**config.mk**
```make
export PLATFORM = sky130hd
export DESIGN_NAME = extended_hamming_8_4_byte_codec_unit
export DESIGN_NICKNAME = d
export VERILOG_FILES = /design/src/sv/ehc_pkg.sv /design/src/sv/ehc_codec_logic.sv /design/src/sv/ehc_err_counters.sv /design/src/sv/extended_hamming_8_4_byte_codec_unit.sv
export VERILOG_INCLUDE_DIRS = /design/src /design/src/sv
export SDC_FILE = /design/constraint.sdc
export NUM_CORES = 1
export LEC_CHECK = 0
export ABC_AREA = 1
export BUFFER_PORTS_ARGS = -buffer_cell sky130_fd_sc_hd__buf_2
export CORE_MARGIN = 1.5
export CORE_UTILIZATION = 50
export DETAILED_ROUTE_END_ITERATION = 6
export PLACE_DENSITY = 0.77
export SETUP_SLACK_MARGIN = 0.5
export SYNTH_ARGS = -nofsm -noshare
export SYNTH_HDL_FRONTEND = slang
export SYNTH_SLANG_ARGS = --single-unit
```
**constraint.sdc**
```tcl
create_clock -name clk -period 4.9 [get_ports clk]
set_clock_uncertainty 0.2 [all_clocks]
set_input_delay 0.98 -clock clk [delete_from_list [all_inputs] [get_ports clk]]
set_output_delay 0.98 -clock clk [all_outputs]
set_load 0.03 [all_outputs]
```
**src/sv/extended_hamming_8_4_byte_codec_unit_macros.svh**
```systemverilog
// Assertion macros of the codec top-level RTL file.
`ifndef EXTENDED_HAMMING_8_4_BYTE_CODEC_UNIT_MACROS_SVH
`define EXTENDED_HAMMING_8_4_BYTE_CODEC_UNIT_MACROS_SVH

`ifndef SYNTHESIS
`define EHC_ASSERT(lbl, prop, msg) \
  lbl: assert property (@(posedge clk) disable iff (!rst_n) (prop)) else $error(msg);
`define EHC_ASSERT_RST(lbl, prop, msg) \
  lbl: assert property (@(posedge clk) (prop)) else $error(msg);
`else
`define EHC_ASSERT(lbl, prop, msg)
`define EHC_ASSERT_RST(lbl, prop, msg)
`endif

`endif

```
**src/sv/ehc_pkg.sv**
```systemverilog
// Types, codes and helper functions of the extended Hamming byte codec.
`default_nettype none

package ehc_pkg;

  localparam int unsigned BYTE_W = 8;
  localparam int unsigned NUM_BYTES = 4;
  localparam int unsigned CNT_W = 32;

  typedef logic [NUM_BYTES-1:0][BYTE_W-1:0] byte4_t;

  typedef enum logic [1:0] {
    ST_CLEAN         = 2'd0,
    ST_CORRECTED     = 2'd1,
    ST_UNCORRECTABLE = 2'd2
  } status_t;

  typedef logic [3:0] syndrome_t;

  localparam syndrome_t SYN_NONE = 4'h0;
  localparam syndrome_t SYN_C0   = 4'h8;
  localparam syndrome_t SYN_C1   = 4'h4;
  localparam syndrome_t SYN_C2   = 4'h2;
  localparam syndrome_t SYN_C3   = 4'h1;
  localparam syndrome_t SYN_D0   = 4'hb;
  localparam syndrome_t SYN_D1   = 4'hd;
  localparam syndrome_t SYN_D2   = 4'he;
  localparam syndrome_t SYN_D3   = 4'h7;

  typedef struct packed {
    byte4_t  data;
    byte4_t  check;
    status_t status;
  } codec_res_t;

  function automatic byte4_t make_checks(input byte4_t d);
    byte4_t c;
    c[0] = d[0] ^ d[1] ^ d[2];
    c[1] = d[1] ^ d[2] ^ d[3];
    c[2] = d[0] ^ d[2] ^ d[3];
    c[3] = d[0] ^ d[1] ^ d[3];
    return c;
  endfunction

endpackage

`default_nettype wire

```
**src/sv/ehc_codec_logic.sv**
```systemverilog
// Check byte generation, syndrome decode and single byte repair.
`default_nettype none

module ehc_codec_logic (
  input  logic               decode_mode,
  input  ehc_pkg::byte4_t    data_in,
  input  ehc_pkg::byte4_t    check_in,
  output ehc_pkg::codec_res_t res
);
  import ehc_pkg::*;

  byte4_t    calc;
  syndrome_t syn;

  assign calc   = make_checks(data_in);
  assign syn[3] = |(calc[0] ^ check_in[0]);
  assign syn[2] = |(calc[1] ^ check_in[1]);
  assign syn[1] = |(calc[2] ^ check_in[2]);
  assign syn[0] = |(calc[3] ^ check_in[3]);

  always_comb begin
    res.data   = data_in;
    res.check  = check_in;
    res.status = ST_CORRECTED;
    if (!decode_mode) begin
      res.check  = calc;
      res.status = ST_CLEAN;
    end else begin
      case (syn)
        SYN_NONE: res.status = ST_CLEAN;
        SYN_C0:   res.check[0] = calc[0];
        SYN_C1:   res.check[1] = calc[1];
        SYN_C2:   res.check[2] = calc[2];
        SYN_C3:   res.check[3] = calc[3];
        SYN_D0:   res.data[0] = check_in[0] ^ check_in[2] ^ check_in[3];
        SYN_D1:   res.data[1] = check_in[0] ^ check_in[1] ^ check_in[3];
        SYN_D2:   res.data[2] = check_in[0] ^ check_in[1] ^ check_in[2];
        SYN_D3:   res.data[3] = check_in[1] ^ check_in[2] ^ check_in[3];
        default:  res.status = ST_UNCORRECTABLE;
      endcase
    end
  end

endmodule

`default_nettype wire

```
**src/sv/ehc_err_counters.sv**
```systemverilog
// Wrapping counters of corrected and uncorrectable groups.
`default_nettype none

module ehc_err_counters (
  input  logic                      clk,
  input  logic                      rst_n,
  input  logic                      upd,
  input  ehc_pkg::status_t          status,
  output logic [ehc_pkg::CNT_W-1:0] soft_cnt,
  output logic [ehc_pkg::CNT_W-1:0] hard_cnt
);
  import ehc_pkg::*;

  logic [CNT_W-1:0] soft_cnt_r, soft_cnt_nxt;
  logic [CNT_W-1:0] hard_cnt_r, hard_cnt_nxt;

  always_comb begin
    soft_cnt_nxt = soft_cnt_r;
    hard_cnt_nxt = hard_cnt_r;
    if (upd && status == ST_CORRECTED) begin
      soft_cnt_nxt = soft_cnt_r + CNT_W'(1);
    end
    if (upd && status == ST_UNCORRECTABLE) begin
      hard_cnt_nxt = hard_cnt_r + CNT_W'(1);
    end
  end

  always_ff @(posedge clk) begin
    if (!rst_n) begin
      soft_cnt_r <= '0;
      hard_cnt_r <= '0;
    end else begin
      soft_cnt_r <= soft_cnt_nxt;
      hard_cnt_r <= hard_cnt_nxt;
    end
  end

  assign soft_cnt = soft_cnt_r;
  assign hard_cnt = hard_cnt_r;

endmodule

`default_nettype wire

```
**src/sv/extended_hamming_8_4_byte_codec_unit.sv**
```systemverilog
// Top level of the extended Hamming (8,4) byte codec with valid/ready channels.
`default_nettype none

// The block takes one group of four data bytes and four check bytes per beat and
// sustains one beat per clock cycle while out_ready is high. A beat passes an
// input register, then the check and repair logic, then a result register.
// in_ready follows out_ready combinationally when both registers are full. The
// error totals on the result channel are the counts after that beat and wrap at
// 32 bits. Change cfg_wr_data only while no beat is in flight.

`include "extended_hamming_8_4_byte_codec_unit_macros.svh"

module extended_hamming_8_4_byte_codec_unit (
  input  logic                      clk,
  input  logic                      rst_n,
  input  logic                      cfg_wr_en,
  input  logic                      cfg_wr_data,
  input  logic                      in_valid,
  output logic                      in_ready,
  input  logic [7:0]                in_data_0,
  input  logic [7:0]                in_data_1,
  input  logic [7:0]                in_data_2,
  input  logic [7:0]                in_data_3,
  input  logic [7:0]                in_check_0,
  input  logic [7:0]                in_check_1,
  input  logic [7:0]                in_check_2,
  input  logic [7:0]                in_check_3,
  output logic                      out_valid,
  input  logic                      out_ready,
  output logic [7:0]                out_data_0,
  output logic [7:0]                out_data_1,
  output logic [7:0]                out_data_2,
  output logic [7:0]                out_data_3,
  output logic [7:0]                out_check_0,
  output logic [7:0]                out_check_1,
  output logic [7:0]                out_check_2,
  output logic [7:0]                out_check_3,
  output logic [1:0]                out_status,
  output logic [ehc_pkg::CNT_W-1:0] out_corrected_total,
  output logic [ehc_pkg::CNT_W-1:0] out_uncorrectable_total
);
  import ehc_pkg::*;

  logic       decode_mode_r;
  logic       s1_valid_r;
  byte4_t     s1_data_r;
  byte4_t     s1_check_r;
  logic       s2_valid_r;
  codec_res_t s2_res_r;
  codec_res_t res;
  logic       s1_load;
  logic       s2_load;

  assign s2_load  = s1_valid_r && (!s2_valid_r || out_ready);
  assign in_ready = !s1_valid_r || s2_load;
  assign s1_load  = in_valid && in_ready;

  always_ff @(posedge clk) begin
    if (!rst_n) begin
      decode_mode_r <= 1'b0;
      s1_valid_r    <= 1'b0;
      s2_valid_r    <= 1'b0;
    end else begin
      if (cfg_wr_en) begin
        decode_mode_r <= cfg_wr_data;
      end
      if (s1_load) begin
        s1_valid_r <= 1'b1;
      end else if (s2_load) begin
        s1_valid_r <= 1'b0;
      end
      if (s2_load) begin
        s2_valid_r <= 1'b1;
      end else if (out_ready) begin
        s2_valid_r <= 1'b0;
      end
    end
  end

  always_ff @(posedge clk) begin
    if (s1_load) begin
      s1_data_r  <= {in_data_3, in_data_2, in_data_1, in_data_0};
      s1_check_r <= {in_check_3, in_check_2, in_check_1, in_check_0};
    end
    if (s2_load) begin
      s2_res_r <= res;
    end
  end

  ehc_codec_logic u_codec (
    .decode_mode (decode_mode_r),
    .data_in     (s1_data_r),
    .check_in    (s1_check_r),
    .res         (res)
  );

  ehc_err_counters u_counters (
    .clk      (clk),
    .rst_n    (rst_n),
    .upd      (s2_load),
    .status   (res.status),
    .soft_cnt (out_corrected_total),
    .hard_cnt (out_uncorrectable_total)
  );

  assign out_valid   = s2_valid_r;
  assign out_data_0  = s2_res_r.data[0];
  assign out_data_1  = s2_res_r.data[1];
  assign out_data_2  = s2_res_r.data[2];
  assign out_data_3  = s2_res_r.data[3];
  assign out_check_0 = s2_res_r.check[0];
  assign out_check_1 = s2_res_r.check[1];
  assign out_check_2 = s2_res_r.check[2];
  assign out_check_3 = s2_res_r.check[3];
  assign out_status  = s2_res_r.status;

  `EHC_ASSERT_RST(a_reset_clears, !rst_n |=> (!out_valid && !s1_valid_r && out_corrected_total == '0 && out_uncorrectable_total == '0), "reset did not clear pipeline and totals")
  `EHC_ASSERT(a_encode_quiet, (s2_load && !decode_mode_r) |=> (out_status == ST_CLEAN && $stable(out_corrected_total) && $stable(out_uncorrectable_total)), "encode beat changed status or totals")
  `EHC_ASSERT(a_totals_only_on_load, !s2_load |=> ($stable(out_corrected_total) && $stable(out_uncorrectable_total)), "totals changed without a new result")
  `EHC_ASSERT(a_input_held, (s1_valid_r && !s2_load) |=> s1_valid_r, "input beat lost while result stage was full")

endmodule

`default_nettype wire

```
# After elaboration in Yosys (flattened, before gate mapping)
# Index checks and enable logic that the tools add are counted.
# totals
in_bits	70
ff_bits	197
out_inout_bits	132
# classes
n_addsub	2
bitwise	18
n_reduce_logical	16
n_eq_ne	10
muxes	15
# ops
cell	count
$xor A8 B8 Y8	18
$add A32 B1 Y32 const B	2
$mux W8	8
$reduce_or A8 Y1	5
$mux W34	1
$mux W32	1
$eq A4 B4 Y1 const B	4
$eq A4 B3 Y1 const B	2
$eq A4 B1 Y1 const B	1
$eq A4 B2 Y1 const B	1
$logic_and A1 B1 Y1	4
$logic_not A4 Y1	1
$mux W1	4
$pmux W2 S2	1
$reduce_bool A2 Y1	2
$eq A2 B1 Y1 const B	1
$eq A2 B2 Y1 const B	1
$logic_not A1 Y1	2
$logic_or A1 B1 Y1	2

# Logic depth before layout (Yosys ltp)
# Gate-level depths: netlist (run 1).
# logic_depth
ltp_word	10
mapped_depth	19
mapped_depth_nobuf	19

# Cells and area by module
# Synthesis (run 1) repeated with hierarchy kept, for this count alone.
# hier_totals
hier_cells	1420
hier_area_um2	10869.2
# by_module_without_submodules
module	area_each_um2	instances	cells_each	seq_area_each_um2
extended_hamming_8_4_byte_codec_unit	4035.1	1	148	3963.8
ehc_err_counters	3504.6	1	553	1281.2
ehc_codec_logic	3329.4	1	719	0.0

# Least setup slack after synthesis (run 1)
# No wires, ideal clock.
# synth_timing
kind	input to register
startpoint	input out_ready
endpoint	register u_counters.hard_cnt_r[22] (netlist: u_counters.hard_cnt[22])
t_arrival_ns	3.935
n_path_buf	2
cell_stages	8
slack_ns	0.689
path_cell_list	inv_1 -> nand2_1 -> nand2_1 -> inv_1 -> clkbuf_1 -> clkbuf_1 -> nand4_1 -> a21oi_1
# synth_via
elab_chain_len	3
# synth_rtl
item	line	text
from (decl)	extended_hamming_8_4_byte_codec_unit.sv:29	input logic out_ready,
$logic_or A1 B1 Y1	extended_hamming_8_4_byte_codec_unit.sv:54	assign s2_load = s1_valid_r && (!s2_valid_r || out_ready);
$logic_and A1 B1 Y1	extended_hamming_8_4_byte_codec_unit.sv:54	
via s2_load	extended_hamming_8_4_byte_codec_unit.sv:52	logic s2_load;
$logic_and A1 B1 Y1	ehc_err_counters.sv:23	if (upd && status == ST_UNCORRECTABLE) begin
to (signal assigned)	ehc_err_counters.sv:34	hard_cnt_r <= hard_cnt_nxt;
to (decl)	ehc_err_counters.sv:15	logic [CNT_W-1:0] hard_cnt_r, hard_cnt_nxt;
# The timed path passes the listed nets, and every way through them passes these cells.
# A chain may end at the register's enable or synchronous reset.

# Worst setup path after layout (run 1)
# layout_timing
startpoint	register s1_data_r[6] (netlist name)
endpoint	register u_counters.hard_cnt_r[7] (netlist: u_counters.hard_cnt[7])
# layout_via
elab_chain_len	10
# layout_rtl
item	line	text
from (decl)	extended_hamming_8_4_byte_codec_unit.sv:46	byte4_t s1_data_r;
from (signal assigned)	extended_hamming_8_4_byte_codec_unit.sv:82	s1_data_r <= {in_data_3, in_data_2, in_data_1, in_data_0};
$xor A8 B8 Y8 (on tied branches)	ehc_pkg.sv:38, ehc_pkg.sv:41, ehc_pkg.sv:40	
$xor A8 B8 Y8 (on tied branches)	ehc_pkg.sv:41, ehc_pkg.sv:38, ehc_pkg.sv:40	
$xor A8 B8 Y8 (on tied branches)	ehc_codec_logic.sv:19, ehc_codec_logic.sv:16, ehc_codec_logic.sv:18	
$reduce_or A8 Y1 (on tied branches)	ehc_codec_logic.sv:19, ehc_codec_logic.sv:16, ehc_codec_logic.sv:18	
$eq A4 B3 Y1 (tied with other cells)	ehc_codec_logic.sv:29	case (syn)
$reduce_or A8 Y1 (no line)	n/a	
$pmux W2 S2 *	ehc_codec_logic.sv:29	
$mux W34 *	ehc_codec_logic.sv:25	if (!decode_mode) begin
$eq A2 B2 Y1 *	ehc_err_counters.sv:23	
$logic_and A1 B1 Y1 *	ehc_err_counters.sv:23	
# Mark *: on every way between the ends. The rest lies on a longest branch, timed or not.

==> flow_metrics.env, run 1 <==
export IMPL_startpoint="s1_data_r[6]"
export IMPL_timing_rr_start="s1_data_r[6]"
export IMPL_worstPathRequired_ns=4.96
export IMPL_via_count=10045
export IMPL_timing_worst_slew_pin_value_ns=1.09
export IMPL_routed_via_density=5.47
export IMPL_floorplan_rows=53
export IMPL_number_of_global_route_vias_before_repair=9195
export IMPL_grtUsageTotal_pct=26.3
export IMPL_setup_viol_count_final=0
export IMPL_worst_skew_pair_late_latency_ns=0.44
export IMPL_areaGrowthSynthToFinish_pct=16.8
export IMPL_layout_drive_gt1_share_pct=17.3
export IMPL_routed_wire_length_microns=29400
export IMPL_run_status="complete, no violations"
export IMPL_fp_dieArea_sq_um=22700
export IMPL_maximum_buffer_depth_of_the_clock_tree=2
export IMPL_antenna_found_initial=2
export IMPL_peakVddDrop_mv=0.223
export IMPL_drt_first_pass_iters=5
export IMPL_cp_top_family="simple AND/OR/NAND/NOR gates"
export IMPL_timing_hold_worst_path_depth=2
export IMPL_synthXorXnorAreaFrac_pct=8.69
export IMPL_multiplexer_area_fraction_after_synthesis_pct=0
export IMPL_cp_arrival_ns=3.37
export IMPL_slew_violations=0
export IMPL_synth_compound_gate_area_share_pct=6.01
export IMPL_port_buffers=201
export IMPL_core_area_sq_um=21200
export IMPL_grt_remaining_overflow=0
export IMPL_timing_final_hold_violations=0
export IMPL_starting_utilization_of_the_core_area_pct=51.4
export IMPL_ant_nets=0
export IMPL_pnr_worst_setup_slack_ns=1.59
export IMPL_synth_fp_nets=1438
export IMPL_critPathMaxStageDelay_ns=0.45
export IMPL_avgSynthCellArea_sq_um=7.97
export IMPL_placement_setup_worst_slack_ns=1.67
export IMPL_combinational_family_with_the_most_area_after_synthesis="simple AND/OR/NAND/NOR gates"
export IMPL_unrepaired_setup_endpoints_after_global_routing="no"
export IMPL_power_density_cell_area_nw_per_um2=306
export IMPL_synthDistinctLibCells=27
export IMPL_die_height_microns=151
export IMPL_number_of_clock_sinks_seen_by_cts=197
export IMPL_timing_setup_critical_path_class="reg2reg"
export IMPL_netlist_area_sq_um=10900
export IMPL_cts_hold_fix_buffers=0
export IMPL_crit_path_start_kind="flop"
export IMPL_synth_adder_area_share_pct=0.230
export IMPL_yosys_register_bits=197
export IMPL_post_route_drc_count=0
export IMPL_globalplace_congestion=0.965
export IMPL_worst_path_max_fanout=35
export IMPL_hold_path_end="u_counters.soft_cnt[31]"
export IMPL_post_dp_cell_area_sq_um=12100
export IMPL_finalNetCount=1621
export IMPL_cts_buffers=17
export IMPL_hold_path_class="reg2reg"
export IMPL_holdCritStartpoint="u_counters.soft_cnt[31]"
export IMPL_timing_reg2reg_worst_path_depth=16
export IMPL_clock_tree_from_tritoncts="yes"
export IMPL_wl_per_cell_microns=16.0
export IMPL_final_setup_tns_ns=0
export IMPL_cts_clk_slew_worst_paths_ns=0.07
export IMPL_min_period_over_period_pct=67.6
export IMPL_fin_area_sq_um=12700
export IMPL_cts_repair_resized=0
export IMPL_synth_sequential_area_ratio_pct=48.2
export IMPL_endpoint_kind="flop"
export IMPL_cts_root_buffer="clkbuf_16"
export IMPL_maximum_number_of_pins_on_one_net_before_global_route_repair=73
export IMPL_postCtsSetupRepairBufs=0
export IMPL_top_level_ports=202
export IMPL_r2r_end="u_counters.hard_cnt[7]"
export IMPL_cellLeakagePower_nw=5.45
export IMPL_synthesis_yosys_warnings=0
export IMPL_dr_first_iter_drc_count=771
export IMPL_timing_max_slew_rel_slack_pct=27.0
export IMPL_timing_max_cap_violations=0
export IMPL_htree_depth=4
export IMPL_timing_fmax_ghz=0.302
export IMPL_syn_instance_count=1366
export IMPL_synthSimpleGateAreaFrac_pct=30.9
export IMPL_first_pass_grt_wire_length_microns=46500
export IMPL_timing_final_crit_period_ns=3.31
export IMPL_reg2reg_setup_slack_ns=1.59
export IMPL_critical_path_cell_chain="inv_1 > nand2_1 > nand3_1 > nand2_1 > nand2_1 > nand2_1 > nor2_1 > nand2_1 > nor2_1 > nand2_1 > nand2_2 > nor2_2 > nor2_8 > nand3_4 > nand2_1 > a21oi_1"
export IMPL_critical_path_buffers_and_inverters=1
export IMPL_dp_hpwl_microns=21400
export IMPL_hold_ws_ns=0.294
export IMPL_critical_path_top_cell_by_count="nand2_1"
export IMPL_critical_path_slowest_cell="edfxtp_1"
export IMPL_die_width_microns=151
registers in the layout (all words and copies together), names as in the netlist, 32 cells and up:
signal               flops
s1_check_r              32
s1_data_r               32
u_counters.hard_cnt     32
u_counters.soft_cnt     32
routing by layer:
| layer | vias to the layer above | wire (microns) | part of all wire (%) | GRT usage [%] |
|---|---|---|---|---|
| met5 | - | 12 | 0.041 | 0 |
| met4 | 2 | 730 | 2.5 | 9.71 |
| met3 | 53 | 1780 | 6.1 | 3.06 |
| met2 | 413 | 13600 | 46 | 41.8 |
| met1 | 4620 | 13300 | 45 | 36.9 |
| li1 | 4957 | - | - | - |
how the worst max path moves through the flow:
stage / end / slack (ns) / depth (start not counted)
2_1_floorplan: u_counters.hard_cnt[22] / 0.69 / 8
3_3_place_gp: u_counters.hard_cnt[25] / 1.74 / 16
3_5_place_dp: u_counters.hard_cnt[7] / 1.67 / 16
4_1_cts: u_counters.hard_cnt[7] / 1.63 / 16
5_1_grt: u_counters.hard_cnt[18] / 1.23 / 18
6_report: u_counters.hard_cnt[7] / 1.59 / 16
synthesized netlist by cell type:
master | instances | area, sq um
nor2_8 | 1 | 20.0
nand2_1 | 407 | 1530
dfxtp_1 | 67 | 1340
inv_2 | 18 | 67.6
buf_2 | 11 | 55.1
xor2_1 | 78 | 683
xnor2_1 | 30 | 263
nand3_1 | 115 | 576
nand3_2 | 1 | 10.0
nor4_1 | 15 | 93.8
clkbuf_1 | 26 | 97.6
edfxtp_1 | 130 | 3900
buf_4 | 10 | 75.1
nor3_1 | 35 | 175
inv_1 | 93 | 349
nand3_4 | 1 | 17.5
nor2_1 | 112 | 420
clkinv_1 | 1 | 3.75
a21oi_1 | 95 | 475
nand4_1 | 73 | 457
o21ai_1 | 1 | 5.00
nor2_2 | 3 | 18.8
o21ai_2 | 1 | 8.76
nand2_2 | 3 | 18.8
o21ai_0 | 33 | 165
nand3b_1 | 4 | 30.0
ha_1 | 2 | 25.0
layout by cell type, fill, tap and decap left out, types with 2 or more instances in the layout:
master,synthesis,final
nand2_1,407,407
buf_2,11,201
edfxtp_1,130,130
nand3_1,115,115
nor2_1,112,112
a21oi_1,95,95
inv_1,93,91
xor2_1,78,78
nand4_1,73,73
dfxtp_1,67,67
nor3_1,35,35
o21ai_0,33,33
xnor2_1,30,30
inv_2,18,19
clkbuf_16,0,17
nor4_1,15,15
buf_4,10,10
nand3b_1,4,4
inv_6,0,4
bufinv_16,0,4
nand2_2,3,3
nor2_2,3,3
clkinvlp_4,0,3
clkinv_1,1,2
ha_1,2,2
where the power goes:
part           switching [W]  total (W)  internal (W)
Sequential         0.0000545    0.00191       0.00185
Combinational       0.000326   0.000471      0.000145
Clock               0.000649    0.00151      0.000861
tightest hold or removal path, cell delays in order, from the launching register on:
cell,delay (ns)
dfxtp_1,0.33
nand2_1,0.07
a21oi_1,0.05
cell type report:
class / instances / area (sq um)
Clock buffer: 18 / 429
Inverter: 112 / 423
Timing Repair Buffer: 211 / 1080
Fill cell: 1946 / 8450
Antenna cell: 1 / 2.50
Multi-Input combinational cell: 1010 / 4990
Clock inverter: 13 / 193
Tap cell: 275 / 344
Sequential cell: 197 / 5250
stage by stage:
step	util (%)	cells	total power, W
6_report	60.1	1837	0.00389
5_1_grt	60.1	1837	0.00403
4_1_cts	60.1	1836	0.00390
3_5_place_dp	57.1	1805	0.00241
3_3_place_gp	57.1	1805	0.00239
2_1_floorplan	-	1366	0.00226
cell families after synthesis:
family          after synthesis
buf+inv                     159
flops                       197
simple gates                770
fa+ha+maj                     2
xor+xnor                    108
compound gates              130
Power figures use the tool's default switching activity.
==> run 2, diff against run 1 <==
- PLACE_DENSITY: 0.77 -> 0.8
- clock period: 4.9 -> 2.7 ns (I/O delays scaled with it)
==> run 2 against run 1 <==
Net effect:
- the run now ends with design-rule violations, negative setup slack left
- first-iteration DRC count grew 18%
- power grew 86%
- setup slack lost 1.8 ns
- sequential share of layout area is 7.0 points lower
- final cell count is 6.3% higher
- hold slack got worse by 0.24 ns
- largest cell class is now multi-input gates
- critical path depth rose by 1
==> flow_metrics.env, run 2 (same netlist as run 1, synthesis figures left out) <==
export IMPL_timing_reg2reg_worst_path_depth=17
export IMPL_hold_ws_ns=0.0576
export IMPL_routed_wire_length_microns=36800
export IMPL_final_setup_tns_ns=-15.31
export IMPL_layout_drive_gt1_share_pct=41.7
export IMPL_cp_arrival_ns=3.06
export IMPL_worst_skew_pair_late_latency_ns=0.45
export IMPL_placement_setup_worst_slack_ns=0.100
export IMPL_fin_area_sq_um=15300
export IMPL_port_buffers=201
export IMPL_setup_viol_count_final=120
export IMPL_areaGrowthSynthToFinish_pct=40.8
export IMPL_timing_worst_slew_pin_value_ns=0.553
export IMPL_holdCritStartpoint="in_check_0[6]"
export IMPL_htree_depth=4
export IMPL_dp_hpwl_microns=22100
export IMPL_failed_checks="design-rule violations, negative setup slack"
export IMPL_maximum_buffer_depth_of_the_clock_tree=2
export IMPL_grt_remaining_overflow=0
export IMPL_critical_path_slowest_cell="edfxtp_1"
export IMPL_routed_via_density=5.72
export IMPL_die_width_microns=151
export IMPL_dr_first_iter_drc_count=907
export IMPL_cellLeakagePower_nw=6.42
export IMPL_cp_num_cells=17
export IMPL_finalNetCount=1732
export IMPL_timing_final_crit_period_ns=2.94
export IMPL_fp_dieArea_sq_um=22700
export IMPL_globalplace_congestion=0.945
export IMPL_critical_path_cell_chain="inv_2 > nand2_1 > nand3_1 > nand2_1 > nand2_1 > nand2_1 > nor2_1 > nand2_2 > nor2_4 > nand2_4 > nand2_4 > nor2_4 > nor2_8 > nand3_4 > clkbuf_16 > nand2_1 > a21oi_1"
export IMPL_timing_rr_start="s1_data_r[10]"
export IMPL_timing_max_slew_rel_slack_pct=63.1
export IMPL_timing_setup_critical_path_class="reg2reg"
export IMPL_grtUsageTotal_pct=28.0
export IMPL_min_period_over_period_pct=109
export IMPL_first_pass_grt_wire_length_microns=49400
export IMPL_cts_clk_slew_worst_paths_ns=0.08
export IMPL_pnr_worst_setup_slack_ns=-0.237
export IMPL_die_height_microns=151
export IMPL_mostFrequentLayoutCells="nand2_1, buf_2, edfxtp_1"
export IMPL_fillers=1533
export IMPL_worst_path_max_fanout=7
export IMPL_timing_max_cap_violations=0
export IMPL_endpoint_kind="flop"
export IMPL_cp_top_family="simple AND/OR/NAND/NOR gates"
export IMPL_ant_nets=0
export IMPL_timing_fmax_ghz=0.341
export IMPL_area_used_by_multi_input_combinational_logic_sq_um=6400
export IMPL_via_count=11161
export IMPL_post_layout_total_power_w=0.00721
export IMPL_critical_path_top_cell_by_count="nand2_1"
export IMPL_starting_utilization_of_the_core_area_pct=51.4
export IMPL_post_route_drc_count=5
export IMPL_antenna_found_initial=5
export IMPL_maximum_number_of_pins_on_one_net_before_global_route_repair=65
export IMPL_sequential_cell_area_sq_um=5250
export IMPL_peakVddDrop_mv=0.438
export IMPL_leading_cell_type_in_the_layout_fill_and_taps_excluded="nand2_1"
export IMPL_post_dp_cell_area_sq_um=12500
export IMPL_slew_violations=0
export IMPL_cts_root_buffer="clkbuf_16"
export IMPL_power_density_cell_area_nw_per_um2=471
export IMPL_reg2reg_setup_slack_ns=-0.24
export IMPL_unrepaired_setup_endpoints_after_global_routing="yes"
export IMPL_top_level_ports=202
export IMPL_critical_path_buffers_and_inverters=2
export IMPL_critPathMaxStageDelay_ns=0.51
export IMPL_r2r_end="u_counters.hard_cnt[7]"
export IMPL_core_area_sq_um=21200
export IMPL_floorplan_rows=53
export IMPL_hold_path_class="in2reg"
export IMPL_worstPathRequired_ns=2.82
export IMPL_crit_path_start_kind="flop"
export IMPL_clock_tree_from_tritoncts="yes"
export IMPL_number_of_global_route_vias_before_repair=9776
export IMPL_run_status="finished, violations left"
export IMPL_timing_final_hold_violations=0
export IMPL_timing_hold_worst_path_depth=1
export IMPL_cts_buffers=17
export IMPL_wl_per_cell_microns=18.9
export IMPL_hold_path_end="s1_check_r[6]"
export IMPL_drt_first_pass_iters=7
export IMPL_number_of_clock_sinks_seen_by_cts=197
## run 2: changes by cell type in the layout (fill, tap and decap cells not counted), sizes merged
cell,delta
buf,+106
bufinv,-4
clkbuf,+4
clkinv,+6
diode,+3
## run 2: worst register-to-register path, stage by stage (launching register included)
cell,delay [ns]
edfxtp_1,0.51
inv_2,0.14
nand2_1,0.11
nand3_1,0.13
nand2_1,0.12
nand2_1,0.10
nand2_1,0.08
nor2_1,0.16
nand2_2,0.12
nor2_4,0.17
nand2_4,0.08
nand2_4,0.11
nor2_4,0.06
nor2_8,0.13
nand3_4,0.21
clkbuf_16,0.25
nand2_1,0.06
a21oi_1,0.06
## run 2: worst max path at each step
stage	startpoint	to
final	s1_data_r[10]	u_counters.hard_cnt[7]
after global routing	s1_data_r[10]	u_counters.hard_cnt[7]
after CTS	s1_data_r[10]	u_counters.hard_cnt[8]
after detailed placement	s1_data_r[17]	u_counters.soft_cnt[14]
after global placement	s1_data_r[18]	u_counters.hard_cnt[16]
after floorplan	out_ready	s1_check_r[0]
## run 2: layout make-up
cell class,instances,share of cell area [%]
Clock inverter,15,0.939
Clock buffer,17,2.78
Timing Repair Buffer,322,15.1
Inverter,112,2.88
Tap cell,275,2.25
Antenna cell,4,0.0653
Multi-Input combinational cell,1010,41.8
Sequential cell,197,34.3
## run 2: power by group
group / internal (W) / leakage (nW) / switching (W) / total [W]
clock network: 0.00123 / 0.274 / 0.00129 / 0.00251
registers: 0.00336 / 1.78 / 0.000113 / 0.00347
logic: 0.000436 / 4.37 / 0.000791 / 0.00123
## run 2: timing repair
action / CTS / global route
cloned: 4 / 7
setup endpoints to repair: 130 / 130
gates resized for setup: 112 / 310
pin swaps: 4 / 45
hold buffers: 0 / 0
setup buffers: 32 / 44
## run 2: through the flow
stage	utilization [%]	std cells
finish	72.4	1952
global route	72.4	1949
CTS	64.9	1897
detailed placement	59.1	1829
global placement	59.1	1829
floorplan	-	1366
## run 2: routing by layer
layer / up-vias / part of all wire (%) / routed length (microns) / GRT usage (%)
met2: 595 / 49 / 17900 / 45.5
met3: 117 / 8.3 / 3050 / 5.15
met5: - / 0.035 / 13 / 0
met1: 5249 / 40 / 14600 / 37.7
met4: 2 / 3.7 / 1350 / 9.26
li1: 5198 / - / - / -
